[config.mk]
export PLATFORM = sky130hd
export DESIGN_NAME = radix_digit_analyzer_unit
export DESIGN_NICKNAME = d
export VERILOG_FILES = /design/src/design/rda_pkg.sv /design/src/design/radix_digit_analyzer_unit.sv /design/src/design/rda_ctrl.sv /design/src/design/rda_datapath.sv
export SDC_FILE = /design/constraint.sdc
export NUM_CORES = 1
export LEC_CHECK = 0
export BUFFER_PORTS_ARGS = -buffer_cell sky130_fd_sc_hd__buf_2
export CORE_ASPECT_RATIO = 0.7
export CORE_UTILIZATION = 55
export DETAILED_ROUTE_END_ITERATION = 6
export PLACE_DENSITY_LB_ADDON = 0.3
export RECOVER_POWER = 50
export SETUP_SLACK_MARGIN = 0.15
export SLEW_MARGIN = 20
export SYNTH_ARGS = -nofsm -noshare
export SYNTH_HDL_FRONTEND = slang
export SYNTH_SLANG_ARGS = --single-unit
[constraint.sdc]
create_clock -name clk -period 10 [get_ports clk]
set_input_delay 0.5 -clock clk [delete_from_list [all_inputs] [get_ports clk]]
set_output_delay 0.5 -clock clk [all_outputs]
set_load 0.01 [all_outputs]
[src/design/rda_pkg.sv]
// ----------------------------------------------------------------------------
// rda_pkg
// shared types and constants of the radix digit analyzer
// ----------------------------------------------------------------------------
package rda_pkg;

  localparam int RADIX_W   = 16;
  localparam int POS_W     = 5;
  localparam int SUM_W     = 31;
  localparam int COUNT_W   = 5;
  // quotient bits retired by the divider in one cycle
  localparam int DIV_BITS  = 4;

  localparam logic [RADIX_W-1:0] RESET_RADIX = 16'd10;
  localparam logic [RADIX_W-1:0] MIN_RADIX   = 16'd2;

  // commands from controller to datapath
  typedef struct packed {
    logic load;      // capture a new word, clear accumulators
    logic div_init;  // load divider with the running value
    logic div_step;  // one divider iteration
    logic accum;     // fold the finished digit into the results
    logic finish;    // register results and pulse done
  } rda_cmd_t;

  // status from datapath to controller
  typedef struct packed {
    logic value_zero;
  } rda_stat_t;

endpackage

[src/design/radix_digit_analyzer_unit.sv]
// ----------------------------------------------------------------------------
// radix_digit_analyzer_unit
// splits a word into digits of a configurable radix and reports digit stats
// ----------------------------------------------------------------------------
// A word is taken when start is high while busy is low; busy then stays high
// until the result is out. Digits come from repeated division by the radix in
// one shared divider that retires four quotient bits per cycle while it
// steps; each digit takes a check, the divider steps and an accumulate, and
// each word ends in a finish state. Results appear for exactly one cycle with
// done high and cannot be stalled; the result ports hold their value until
// the next result. The radix is written through cfg_valid (always ready);
// the user must write it only while the unit is idle, which the unit does
// not enforce itself. Writes of zero or one are ignored.
module radix_digit_analyzer_unit #(
  parameter int VALUE_BITS = 31
) (
  input  logic                         clk,
  input  logic                         rst,
  input  logic                         start,
  output logic                         busy,
  input  logic [VALUE_BITS-1:0]        value,
  input  logic [rda_pkg::POS_W-1:0]    digit_position,
  input  logic                         cfg_valid,
  output logic                         cfg_ready,
  input  logic [rda_pkg::RADIX_W-1:0]  radix,
  output logic                         done,
  output logic [rda_pkg::RADIX_W-1:0]  digit,
  output logic [rda_pkg::SUM_W-1:0]    digit_sum,
  output logic [rda_pkg::COUNT_W-1:0]  nonzero_count,
  output logic [rda_pkg::COUNT_W-1:0]  digit_count
);

  localparam int STEPS = (VALUE_BITS + rda_pkg::DIV_BITS - 1) / rda_pkg::DIV_BITS;
  localparam int DIV_W = STEPS * rda_pkg::DIV_BITS;

  rda_pkg::rda_cmd_t  cmd;
  rda_pkg::rda_stat_t stat;

  assign cfg_ready = 1'b1;

  rda_ctrl #(
    .STEPS (STEPS)
  ) u_ctrl (
    .clk   (clk),
    .rst   (rst),
    .start (start),
    .busy  (busy),
    .stat  (stat),
    .cmd   (cmd)
  );

  rda_datapath #(
    .VALUE_BITS (VALUE_BITS),
    .DIV_W      (DIV_W)
  ) u_datapath (
    .clk            (clk),
    .rst            (rst),
    .cfg_valid      (cfg_valid),
    .radix          (radix),
    .value          (value),
    .digit_position (digit_position),
    .cmd            (cmd),
    .stat           (stat),
    .done           (done),
    .digit          (digit),
    .digit_sum      (digit_sum),
    .nonzero_count  (nonzero_count),
    .digit_count    (digit_count)
  );

endmodule

[src/design/rda_ctrl.sv]
// ----------------------------------------------------------------------------
// rda_ctrl
// sequencer: walks one word through repeated division by the radix
// ----------------------------------------------------------------------------
module rda_ctrl #(
  parameter int STEPS = 8
) (
  input  logic              clk,
  input  logic              rst,
  input  logic              start,
  output logic              busy,
  input  rda_pkg::rda_stat_t stat,
  output rda_pkg::rda_cmd_t  cmd
);

  localparam int STEP_W = (STEPS > 1) ? $clog2(STEPS) : 1;

  typedef enum logic [4:0] {
    S_IDLE   = 5'b00001,
    S_CHECK  = 5'b00010,
    S_DIV    = 5'b00100,
    S_ACC    = 5'b01000,
    S_FINISH = 5'b10000
  } state_t;

  state_t            state;
  state_t            state_next;
  logic [STEP_W-1:0] step;
  logic [STEP_W-1:0] step_next;
  logic              last_step;

  assign last_step = (step == STEP_W'(STEPS - 1));
  assign busy      = (state != S_IDLE);

  always_comb begin
    state_next = state;
    step_next  = step;
    cmd        = '0;
    unique case (state)
      S_IDLE: begin
        if (start) begin
          cmd.load   = 1'b1;
          state_next = S_CHECK;
        end
      end
      S_CHECK: begin
        if (stat.value_zero) begin
          state_next = S_FINISH;
        end else begin
          cmd.div_init = 1'b1;
          step_next    = '0;
          state_next   = S_DIV;
        end
      end
      S_DIV: begin
        cmd.div_step = 1'b1;
        step_next    = step + STEP_W'(1);
        if (last_step) begin
          state_next = S_ACC;
        end
      end
      S_ACC: begin
        cmd.accum  = 1'b1;
        state_next = S_CHECK;
      end
      S_FINISH: begin
        cmd.finish = 1'b1;
        state_next = S_IDLE;
      end
      default: begin
        state_next = S_IDLE;
      end
    endcase
  end

  always_ff @(posedge clk) begin
    if (rst) begin
      state <= S_IDLE;
      step  <= '0;
    end else begin
      state <= state_next;
      step  <= step_next;
    end
  end

endmodule

[src/design/rda_datapath.sv]
// ----------------------------------------------------------------------------
// rda_datapath
// radix register, shared radix-16 restoring divider and digit accumulators
// ----------------------------------------------------------------------------
module rda_datapath #(
  parameter int VALUE_BITS = 31,
  parameter int DIV_W      = 32
) (
  input  logic                         clk,
  input  logic                         rst,
  input  logic                         cfg_valid,
  input  logic [rda_pkg::RADIX_W-1:0]  radix,
  input  logic [VALUE_BITS-1:0]        value,
  input  logic [rda_pkg::POS_W-1:0]    digit_position,
  input  rda_pkg::rda_cmd_t            cmd,
  output rda_pkg::rda_stat_t           stat,
  output logic                         done,
  output logic [rda_pkg::RADIX_W-1:0]  digit,
  output logic [rda_pkg::SUM_W-1:0]    digit_sum,
  output logic [rda_pkg::COUNT_W-1:0]  nonzero_count,
  output logic [rda_pkg::COUNT_W-1:0]  digit_count
);

  localparam int CNT_RAW = $clog2(VALUE_BITS + 1);
  localparam int CNT_W   = (CNT_RAW > rda_pkg::POS_W) ? CNT_RAW : rda_pkg::POS_W;
  localparam int RW      = rda_pkg::RADIX_W;

  logic [RW-1:0]               base;
  logic [VALUE_BITS-1:0]       t;
  logic [rda_pkg::POS_W-1:0]   pos;
  logic [DIV_W-1:0]            div_sr;
  logic [DIV_W-1:0]            div_sr_next;
  logic [RW-1:0]               rem;
  logic [RW-1:0]               rem_next;
  logic [rda_pkg::SUM_W-1:0]   sum;
  logic [CNT_W-1:0]            nz;
  logic [CNT_W-1:0]            cnt;
  logic [RW-1:0]               dig;

  assign stat.value_zero = (t == '0);

  // DIV_BITS restoring division steps, msb first
  always_comb begin
    logic [RW:0]      r;
    logic [DIV_W-1:0] s;
    r = {1'b0, rem};
    s = div_sr;
    for (int i = 0; i < rda_pkg::DIV_BITS; i++) begin
      r = {r[RW-1:0], s[DIV_W-1]};
      s = {s[DIV_W-2:0], 1'b0};
      if (r >= {1'b0, base}) begin
        r    = r - {1'b0, base};
        s[0] = 1'b1;
      end
    end
    div_sr_next = s;
    rem_next    = r[RW-1:0];
  end

  always_ff @(posedge clk) begin
    if (rst) begin
      base <= rda_pkg::RESET_RADIX;
    end else if (cfg_valid && (radix >= rda_pkg::MIN_RADIX)) begin
      base <= radix;
    end
  end

  always_ff @(posedge clk) begin
    if (rst) begin
      done <= 1'b0;
    end else begin
      done <= cmd.finish;
    end
  end

  always_ff @(posedge clk) begin
    if (cmd.load) begin
      t   <= value;
      pos <= digit_position;
      sum <= '0;
      nz  <= '0;
      cnt <= '0;
      dig <= '0;
    end
    if (cmd.div_init) begin
      div_sr <= DIV_W'(t);
      rem    <= '0;
    end
    if (cmd.div_step) begin
      div_sr <= div_sr_next;
      rem    <= rem_next;
    end
    if (cmd.accum) begin
      t   <= div_sr[VALUE_BITS-1:0];
      sum <= sum + rda_pkg::SUM_W'(rem);
      if (rem != '0) begin
        nz <= nz + CNT_W'(1);
      end
      if (cnt == CNT_W'(pos)) begin
        dig <= rem;
      end
      cnt <= cnt + CNT_W'(1);
    end
    if (cmd.finish) begin
      digit         <= dig;
      digit_sum     <= sum;
      nonzero_count <= nz[rda_pkg::COUNT_W-1:0];
      digit_count   <= cnt[rda_pkg::COUNT_W-1:0];
    end
  end

endmodule

==> summary.txt, run 1 <==
Final layout
  – Layout cells sized above 1: 0.1643
  – Filler cell count: 1844
  – Layout area overhead: 16.72%
  – Nets: 1669
  – ANT cells: 0
  – Non-filler cells, final: 1852
  – Design area: about 15000 um2

Critical path
  – Top cell by count, worst path: ha_1
  – Reg2reg path depth: 43
  – Crit path largest cell delay: 0.44 ns
  – Critical path type: flip-flop to flip-flop
  – Crit path depth: between 40 and 50
  – Required @ worst endpoint: 10.35 ns
  – Register-to-register setup slack: 0.44 ns
  – Crit-path slowest cell: or4_1
  – CP startpoint kind: flip-flop
  – Top delay family on crit path: compound AO/OA/AOI/OAI gates
  – Worst-path maximum fanout: 9
  – CP Capture Type: flip-flop
  – CP arrival: 9.91 ns
  – Worst path bufs/invs: 6

Clock tree
  – Hold_buf cts: 0
  – Worst-Skew Late Latency: 0.51 ns
  – Clk slew on worst S/H paths: 0.07 ns
  – Root buffer cell: clkbuf_16
  – Total CTS buffers: 22
  – # H-tree levels: 1
  – Clock Path Buffers: 3
  – Clock sinks: 223
  – CTS tree: done

Global routing
  – Initial antenna violation count: 0
  – Number of global-route vias before repair: 9776
  – GR Util All Layers: 0.2797
  – Largest net degree at the start of global routing: 72
  – First-pass GRT wire length: around 54000 um
  – GRT overflow: 0

Outcome
  – Violated checks: max-capacitance violations, max-slew violations
  – Outcome: complete, but fails checks

Timing
  – FMAX: 104.6 MHz
  – Period minus WS final: 9.560 ns
  – Worst hold margin: 0.1769 ns
  – Final Hold Viols: 0
  – Pins Over Slew Limit: 153
  – Slew Limit Headroom: -1.081
  – Final Skew: 0.008874 ns
  – RSZ-0062 raised after global routing: no
  – Least-Margin Pin Slew: 3.122 ns
  – Fin crit share: 0.9560
  – # setup viols final: 0

Die
  – Core area: 23020 um2
  – Initial core utilization: 0.5709
  – Die area: 24530 um2
  – Row count: 46
  – Num ports: 116
  – Die width: 186.8 um
  – Die height: 131.3 um

Detailed routing
  – Post-route DRC: 0
  – DRT Wirelength: 35440 um
  – Initial drt markers: 1036
  – Via Count: between 10000 and 15000
  – WL per Instance: 19.14 um
  – Detailed Routing Iterations Pass 1: 5
  – ANT nets after route: 0
  – Via density per instance: a little under 6

Power
  – Power density over the cells: roughly 250 nW/um2
  – Peak supply drop: 0.2222 mV
  – Static Leakage: 6.088 nW

Logic synthesis
  – Mapped Area: ~13000 um2
  – Post-Synthesis Cells: 1351
  – EDFF count, synth: 177
  – Syn avg cell area: between 9 and 10 um2
  – Area fraction of the dominant cell type after synthesis: 0.4044
  – Post-synthesis cell type count: 75
  – Post-synth ARST share: 0
  – Synth top area cells: edfxtp_1, nand2_1, ha_1
  – Yosys warns: 0
  – Synth area leader: edfxtp_1
  – Post-synth top flop: edfxtp_1
  – Post-Syn Nets: around 1500
  – Register area share after synthesis: 0.4744
  – Yosys reg bits: 223

Min path
  – Worst min-delay path class: primary input to flip-flop
  – Hold Path Stages: 1

Placement
  – Gpl congestion: 1.053
  – Area of placed instances: around 14000 um2
  – Hpwl dp: 25730 um
  – Placed cell count: 1795
  – I/O Buffers: 114

Flow run
  – Max cap viols: 3
==> cells in the mapped netlist, drive strengths merged, types with 17 or more instances <==
master	instances
clkbuf	31
a21oi	83
nand2	286
nor2	93
inv	48
mux2	37
dfxtp	46
nor3	28
xor2	24
o21ai	87
a21o	23
nand3	38
nor4	17
ha	84
edfxtp	177
xnor2	42
==> path summary, 6_finish.rpt <==
path,start,to
setup reg to reg,u_datapath.rem[13],u_datapath.rem[7]
setup / recovery,u_datapath.rem[13],u_datapath.rem[7]
hold reg to reg,u_datapath.dig[5],u_datapath.digit[5]
hold / removal,digit_position[2],u_datapath.pos[2]
==> kinds of logic (layout without fill, tap and decap cells) <==
family,after synthesis,in the layout,share of synthesized area
and+or+nand+nor,553,553,0.1886
AOI/OAI and AO/OA,279,280,0.1353
DFF,223,223,0.4744
buffers and inverters,94,282,0.02932
adders and majority gates,89,89,0.08758
xor gates and xnor gates,66,66,0.04398
muxes,46,46,0.04055
other,1,1,0.0002853
==> metrics by stage <==
step                      power [mW]  utilization  worst slack [ns]  setup TNS (ns)
final                          3.800       0.6664            0.4405               0
after global routing           3.960       0.6664           0.06313               0
after CTS                      3.614       0.6604            0.1757               0
after detailed placement       2.699       0.6256          -0.06750         -0.4668
after global placement         2.710       0.6254            0.2149               0
after floorplan                2.313            -            0.3703               0
==> layout by cell type, fill, tap and decap left out, types with 13 or more instances in the layout <==
cell type | synthesis | final
o21ai_1 | 10 | 13
clkbuf_16 | 0 | 25
nand2_1 | 286 | 284
buf_4 | 5 | 73
edfxtp_1 | 177 | 177
mux2_2 | 28 | 28
nor4_1 | 17 | 16
nand3_1 | 38 | 38
clkbuf_1 | 31 | 68
buf_2 | 5 | 55
nor3_1 | 26 | 26
and3_1 | 13 | 13
dfxtp_1 | 46 | 46
xnor2_1 | 42 | 42
a21oi_1 | 81 | 78
a21o_1 | 23 | 23
xor2_1 | 24 | 24
nand4_1 | 14 | 14
o21ai_0 | 75 | 71
inv_1 | 48 | 47
nor2_1 | 93 | 93
o21a_1 | 13 | 13
ha_1 | 84 | 78
==> area by class of cell <==
| type | count | area (um2) | area share |
|---|---|---|---|
| Clock buffer | 32 | 671.9 | 0.04380 |
| Clock inverter | 8 | 101.3 | 0.006606 |
| Inverter | 48 | 180.2 | 0.01174 |
| Multi-Input combinational cell | 1035 | 6668 | 0.4346 |
| Sequential cell | 223 | 6236 | 0.4065 |
| Tap cell | 312 | 390.4 | 0.02545 |
| Timing Repair Buffer | 194 | 1094 | 0.07128 |
==> repair_timing <==
item / in CTS / in global routing
setup buffers: 0 / 15
endpoints found under the setup margin: 17 / 17
cloned: 1 / 1
pin swaps: 1 / 6
resized for setup: 5 / 25
==> metal layers <==
metal / part of all wire / global-route usage / wire [um] / vias up
met5: 0.00096 / 0 / 34 / -
met4: 0.026 / 0.06694 / 911 / 2
met3: 0.10 / 0.07265 / 3657 / 70
met2: 0.41 / 0.3947 / 14390 / 560
met1: 0.46 / 0.4244 / 16450 / 5111
li1: - / - / - / 5204
==> report_power, final <==
group	total (mW)	switching, mW	internal, mW
clock network	0.878	0.356	0.522
logic	1.86	1.08	0.776
registers	1.06	0.0244	1.04
==> sequential cells by signal, indices dropped and copies added, names as in the netlist <==
signal and flops:
u_datapath.done 1, u_datapath.sum 31, u_datapath.nz 5, u_datapath.digit 16, u_datapath.t 31, u_datapath.cnt 5
u_datapath.dig 16, u_datapath.digit_count 5, u_datapath.base 16, u_datapath.rem 16, u_ctrl.step 3, u_datapath.div_sr 32
u_datapath.digit_sum 31, u_datapath.nonzero_count 5, u_ctrl.state 5, u_datapath.pos 5
No activity file was read; power rests on OpenSTA's default activity.
==> inputs of run 2 (changes only) <==
--- a/config.mk
+++ b/config.mk
@@ -5,10 +5,12 @@
 export SDC_FILE = /design/constraint.sdc
 export NUM_CORES = 1
 export LEC_CHECK = 0
-export BUFFER_PORTS_ARGS = -buffer_cell sky130_fd_sc_hd__buf_2
 export CORE_ASPECT_RATIO = 0.7
 export CORE_UTILIZATION = 55
+export CTS_BUF_LIST = sky130_fd_sc_hd__clkbuf_4
+export CTS_CLUSTER_DIAMETER = 80
 export DETAILED_ROUTE_END_ITERATION = 6
+export DONT_BUFFER_PORTS = 1
 export PLACE_DENSITY_LB_ADDON = 0.3
 export RECOVER_POWER = 50
 export SETUP_SLACK_MARGIN = 0.15
==> run 2 against run 1 <==
Sequential share of layout area up 0.34 points; combinational power barely moved; worst setup slack better by 0.034 ns; non-clock buffer count down 73; critical endpoint is now u_datapath.rem[14]; sequential cell count stayed put; total power shrank 3.7%; die area unchanged; via count about the same; first-iteration DRC count increased by 6.1%; routed wire length rose by 1.1%; largest cell class unchanged; the run still ends with max-capacitance violations, max-slew violations left; clock skew up 0.048 ns.
==> summary.txt, run 2 (synthesis results as in run 1) <==
Critical path
  – Crit path largest cell delay: 0.44 ns
  – Critical path type: flip-flop to flip-flop
  – Worst-path maximum fanout: 14
  – CP Capture Type: flip-flop
  – CP arrival: 10.01 ns
  – CP startpoint kind: flip-flop
  – Crit-path slowest cell: or4_1
  – Required @ worst endpoint: 10.49 ns

Global routing
  – First-pass GRT wire length: 55030 um
  – GR Util All Layers: 0.2869
  – Largest net degree at the start of global routing: 72
  – Number of global-route vias before repair: just over 10000
  – GRT overflow: 0
  – Initial antenna violation count: 0

Placement
  – Hpwl dp: 26160 um
  – I/O Buffers: 0
  – Gpl congestion: ~1.0

Timing
  – # setup viols final: 0
  – Least-Margin Pin Slew: 3.253 ns
  – Final Hold Viols: 0
  – Period minus WS final: roughly 9.5 ns
  – Slew Limit Headroom: -1.169
  – Total negative slack: 0 ns
  – FMAX: 105.0 MHz
  – Fin crit share: 0.9526
  – Pins Over Slew Limit: 143
  – Final Skew: 0.05724 ns
  – Worst hold margin: between 0.03 and 0.04 ns
  – RSZ-0062 raised after global routing: no

Detailed routing
  – Via Count: 10950
  – Via density per instance: 5.955
  – ANT nets after route: 0
  – WL per Instance: a little under 20 um
  – Post-route DRC: 0
  – Initial drt markers: roughly 1100
  – DRT Wirelength: about 36000 um
  – Detailed Routing Iterations Pass 1: 5

Clock tree
  – Clk slew on worst S/H paths: 0.07 ns
  – CTS tree: done
  – Worst-Skew Late Latency: 0.72 ns
  – Total CTS buffers: 54
  – # H-tree levels: 2
  – Clock Path Buffers: 3
  – Root buffer cell: clkbuf_4
  – Clock sinks: 223

Final layout
  – Nets: 1628
  – Top reg by flops: u_datapath.div_sr
  – Layout cells sized above 1: 0.1506
  – Filler cell count: about 1900
  – ANT cells: 0
  – Leading cell type in the layout, fill and taps excluded: nand2_1
  – Largest register FFs: 32
  – Most frequent cells in the layout: nand2_1, edfxtp_1, nor2_1
  – Layout area overhead: 15.74%

Die
  – Initial core utilization: 0.5709
  – Row count: 46
  – Num ports: ~120
  – Die width: 186.8 um
  – Die height: approximately 130 um
  – Die area: 24530 um2
  – Core area: 23020 um2

Outcome
  – Outcome: complete, but fails checks
  – Violated checks: max-capacitance violations, max-slew violations

Power
  – Peak supply drop: 0.3268 mV
  – Power density over the cells: 240.5 nW/um2
  – Static Leakage: 5.986 nW

Min path
  – Worst min-delay path class: primary input to flip-flop

Flow run
  – Max cap viols: 3
-- run 2: cell count changes in the layout (fill, tap and decap cells not counted), moves of 17 or more --
cell / delta
buf_2: -55
dlygate4sd3_1: +54
clkinv_1: +17
clkbuf_4: +75
clkbuf_1: -64
clkbuf_16: -25
-- run 2: where the power goes --
part           total (mW)  leakage [nW]  switching, mW  internal [mW]
sequential           1.06          2.04         0.0250           1.04
combinational        1.83          3.54           1.05          0.783
clock               0.764         0.411          0.383          0.381
-- run 2: final timing paths --
kind                        from                   end  slack, ns  depth (start not counted)
max reg2reg  u_datapath.base[14]    u_datapath.rem[14]       0.47                         41
min reg2reg   u_datapath.dig[12]  u_datapath.digit[12]       0.44                          0
max          u_datapath.base[14]    u_datapath.rem[14]       0.47                         41
min                    value[21]      u_datapath.t[21]       0.04                          2
-- run 2: layer usage --
layer,up-vias,global-route usage,share of wire
met5,-,0,0
met4,0,0.07605,0.018
met3,67,0.06891,0.099
met2,566,0.4053,0.42
met1,5139,0.4357,0.46
li1,5180,-,-
-- run 2: critical path, delay by kind of cell (launching register included) --
family          cells  cell delay [ns]
simple gates        4             0.84
compound gates     25             5.03
buf+inv             6             1.05
flops               1             0.31
mux                 2             0.78
fa+ha+maj           4             1.29
-- run 2: what timing repair did --
item	in CTS	in global routing
setup endpoints to repair	0	17
hold buffers	54	0
endpoints found under the hold margin	53	0
buffers inserted	0	4
resized for setup	0	24
-- run 2: through the flow --
stage | setup WS, ns | area (um2) | instances | util | power, mW
after floorplan | 0.3703 | 13140 | 1351 | - | 2.313
after global placement | 0.4376 | 13830 | 1680 | 0.6008 | 2.783
after detailed placement | 0.2087 | 13830 | 1680 | 0.6008 | 2.784
after CTS | 0.1583 | 15070 | 1834 | 0.6547 | 3.573
after global routing | 0.1412 | 15210 | 1839 | 0.6608 | 3.858
final | 0.4740 | 15210 | 1839 | 0.6608 | 3.659
-- run 2: area by class of cell --
type	instances	area [um2]	share of cell area
clock buffer	76	570.5	0.03750
clock inverter	24	130.1	0.008553
inverter	48	180.2	0.01184
multi-input combinational	1035	6661	0.4379
sequential	223	6236	0.4099
tap	312	390.4	0.02566
timing repair buffer	121	1045	0.06867
==> inputs of run 3 (changes only) <==
--- a/config.mk
+++ b/config.mk
@@ -5,6 +5,7 @@
 export SDC_FILE = /design/constraint.sdc
 export NUM_CORES = 1
 export LEC_CHECK = 0
+export CAP_MARGIN = 40
 export CORE_ASPECT_RATIO = 0.7
 export CORE_UTILIZATION = 55
 export CTS_BUF_LIST = sky130_fd_sc_hd__clkbuf_4
==> constraint.sdc (replaced) <==
create_clock -name clk -period 10.8 [get_ports clk]
set_input_delay 0.54 -clock clk [delete_from_list [all_inputs] [get_ports clk]]
set_output_delay 0.54 -clock clk [all_outputs]
set_load 0.01 [all_outputs]
==> run 3 against run 2 <==
The flow still finishes with violations (max-capacitance violations, max-slew violations); hold slack improved by 0.0031 ns; clock power decreased by 5.9%; clock-buffer cell count is 8 higher; sequential cell count stayed put; register-to-register slack better by 0.27 ns; largest power group unchanged; utilization shrank 3.0 points; critical path depth fell by 1; maximum frequency is 5.3% lower; highest routed layer is now met5.
==> summary.txt, run 3 (synthesis results as in run 1) <==
Placement
  – Gpl congestion: 0.9657
  – DP Worst Slack: approximately 0.54 ns
  – Area of placed instances: ~14000 um2
  – Hpwl dp: 24710 um
  – I/O Buffers: 0

Global routing
  – GR Util All Layers: 0.2777
  – Largest net degree at the start of global routing: 72
  – Number of global-route vias before repair: 9742
  – GRT overflow: 0
  – Initial antenna violation count: 1
  – First-pass GRT wire length: 53530 um

Final layout
  – Most frequent cells in the layout: nand2_1, edfxtp_1, nor2_1
  – Largest register FFs: 32
  – Top reg by flops: u_datapath.div_sr
  – Leading cell type in the layout, fill and taps excluded: nand2_1
  – Layout area overhead: 10.48%
  – Design area: 14520 um2
  – Layout cells sized above 1: 0.1238
  – ANT cells: 0
  – Nets: 1556

Min path
  – Worst hold path endpoint: u_datapath.base[4]
  – Hold Path Stages: 2
  – Hold path start: radix[4]
  – Worst min-delay path class: primary input to flip-flop

Timing
  – Final Skew: ~0.076 ns
  – Period minus WS final: 10.06 ns
  – Final Hold Viols: 0
  – Total negative slack: 0 ns
  – Slew Limit Headroom: -1.126
  – # setup viols final: 0
  – Fin crit share: 0.9314
  – Worst hold margin: 0.04099 ns
  – RSZ-0062 raised after global routing: no
  – FMAX: 99.42 MHz
  – Least-Margin Pin Slew: 3.189 ns
  – Pins Over Slew Limit: 187
  – Setup ws final: 0.7412 ns

Detailed routing
  – Via Count: 10560
  – ANT nets after route: 0
  – DRT Wirelength: roughly 34000 um
  – Initial drt markers: 968
  – Post-route DRC: 0
  – WL per Instance: just under 20 um
  – Via density per instance: 5.977
  – Detailed Routing Iterations Pass 1: 6

Critical path
  – RR Startpoint: u_datapath.rem[4]
  – Crit-path slowest cell: edfxtp_1
  – R2R Path End: u_datapath.rem[3]
  – CP startpoint kind: flip-flop
  – Worst-path maximum fanout: 16
  – Crit path largest cell delay: 0.53 ns
  – Register-to-register setup slack: around 0.74 ns
  – Reg2reg path depth: 40
  – CP Capture Type: flip-flop
  – Critical path type: flip-flop to flip-flop
  – CP arrival: 10.46 ns
  – Required @ worst endpoint: 11.20 ns

Power
  – Power density over the cells: 228.2 nW/um2
  – Overall power: 3.314 mW
  – Static Leakage: 5.694 nW
  – Peak supply drop: 0.1797 mV

Die
  – Row count: 46
  – Core area: 23020 um2
  – Die area: 24530 um2
  – Num ports: 116
  – Die width: 186.8 um
  – Initial core utilization: 0.5709
  – Die height: ~130 um

Clock tree
  – Clk slew on worst S/H paths: 0.07 ns
  – Clock Path Buffers: 3
  – Clock sinks: roughly 220
  – # H-tree levels: 2
  – CTS tree: done
  – Root buffer cell: clkbuf_4
  – Worst-Skew Late Latency: 0.70 ns
  – Total CTS buffers: 53

Outcome
  – Outcome: complete, but fails checks
  – Violated checks: max-capacitance violations, max-slew violations

Flow run
  – Max cap viols: 4
## run 3: area by class of cell
cell class / instances / area (um2)
clock buffers: 84 / 630.6
clock inverters: 14 / 86.33
fillers: 1952 / 8501
inverters: 48 / 180.2
multi-input cells: 1035 / 6570
flip-flops and latches: 223 / 6236
well taps: 312 / 390.4
repair buffers: 50 / 427.9
## run 3: worst max-delay path by stage
| stage | from | to | slack (ns) | cells after the start |
|---|---|---|---|---|
| floorplan | u_datapath.base[1] | u_datapath.rem[10] | 1.17 | 44 |
| global placement | u_datapath.base[1] | u_datapath.rem[0] | 0.53 | 38 |
| detailed placement | u_datapath.base[1] | u_datapath.rem[0] | 0.54 | 39 |
| CTS | u_datapath.rem[4] | u_datapath.rem[0] | 0.46 | 39 |
| global route | u_datapath.rem[2] | u_datapath.rem[3] | 0.13 | 39 |
| finish | u_datapath.rem[4] | u_datapath.rem[3] | 0.74 | 40 |
## run 3: power by group
group / total (mW) / internal [mW] / switching, mW
sequential: 0.987 / 0.962 / 0.0253
clock: 0.719 / 0.378 / 0.341
combinational: 1.61 / 0.647 / 0.960
total: 3.31 / 1.99 / 1.33
## run 3: routing by layer
layer / up-vias / wire (um) / global-route usage
met5: - / 13 / 0
met4: 2 / 436 / 0.06648
met3: 38 / 3490 / 0.07158
met2: 504 / 13650 / 0.3756
met1: 4985 / 16620 / 0.4354
li1: 5026 / - / -
## run 3: critical path, delay by kind of cell, from the launching register on
kind                     cells  cell delay [ns]
multiplexers                 3             1.07
buffers and inverters        3             0.68
AND/OR/NAND/NOR              5             1.09
AO/OA/AOI/OAI               25             5.04
flip-flops                   1             0.53
adder cells (fa/ha/maj)      4             1.34
## run 3: repair_timing
item	in CTS	in global routing
hold endpoints to repair	38	0
endpoints found under the setup margin	0	17
gates resized for setup	0	7
hold buffers	22	0
setup buffers	0	4
## run 3: through the flow
step / util / std cells
after floorplan: - / 1351
after global placement: 0.5866 / 1638
after detailed placement: 0.5869 / 1639
after CTS: 0.6276 / 1759
after global routing: 0.6308 / 1766
final: 0.6308 / 1766
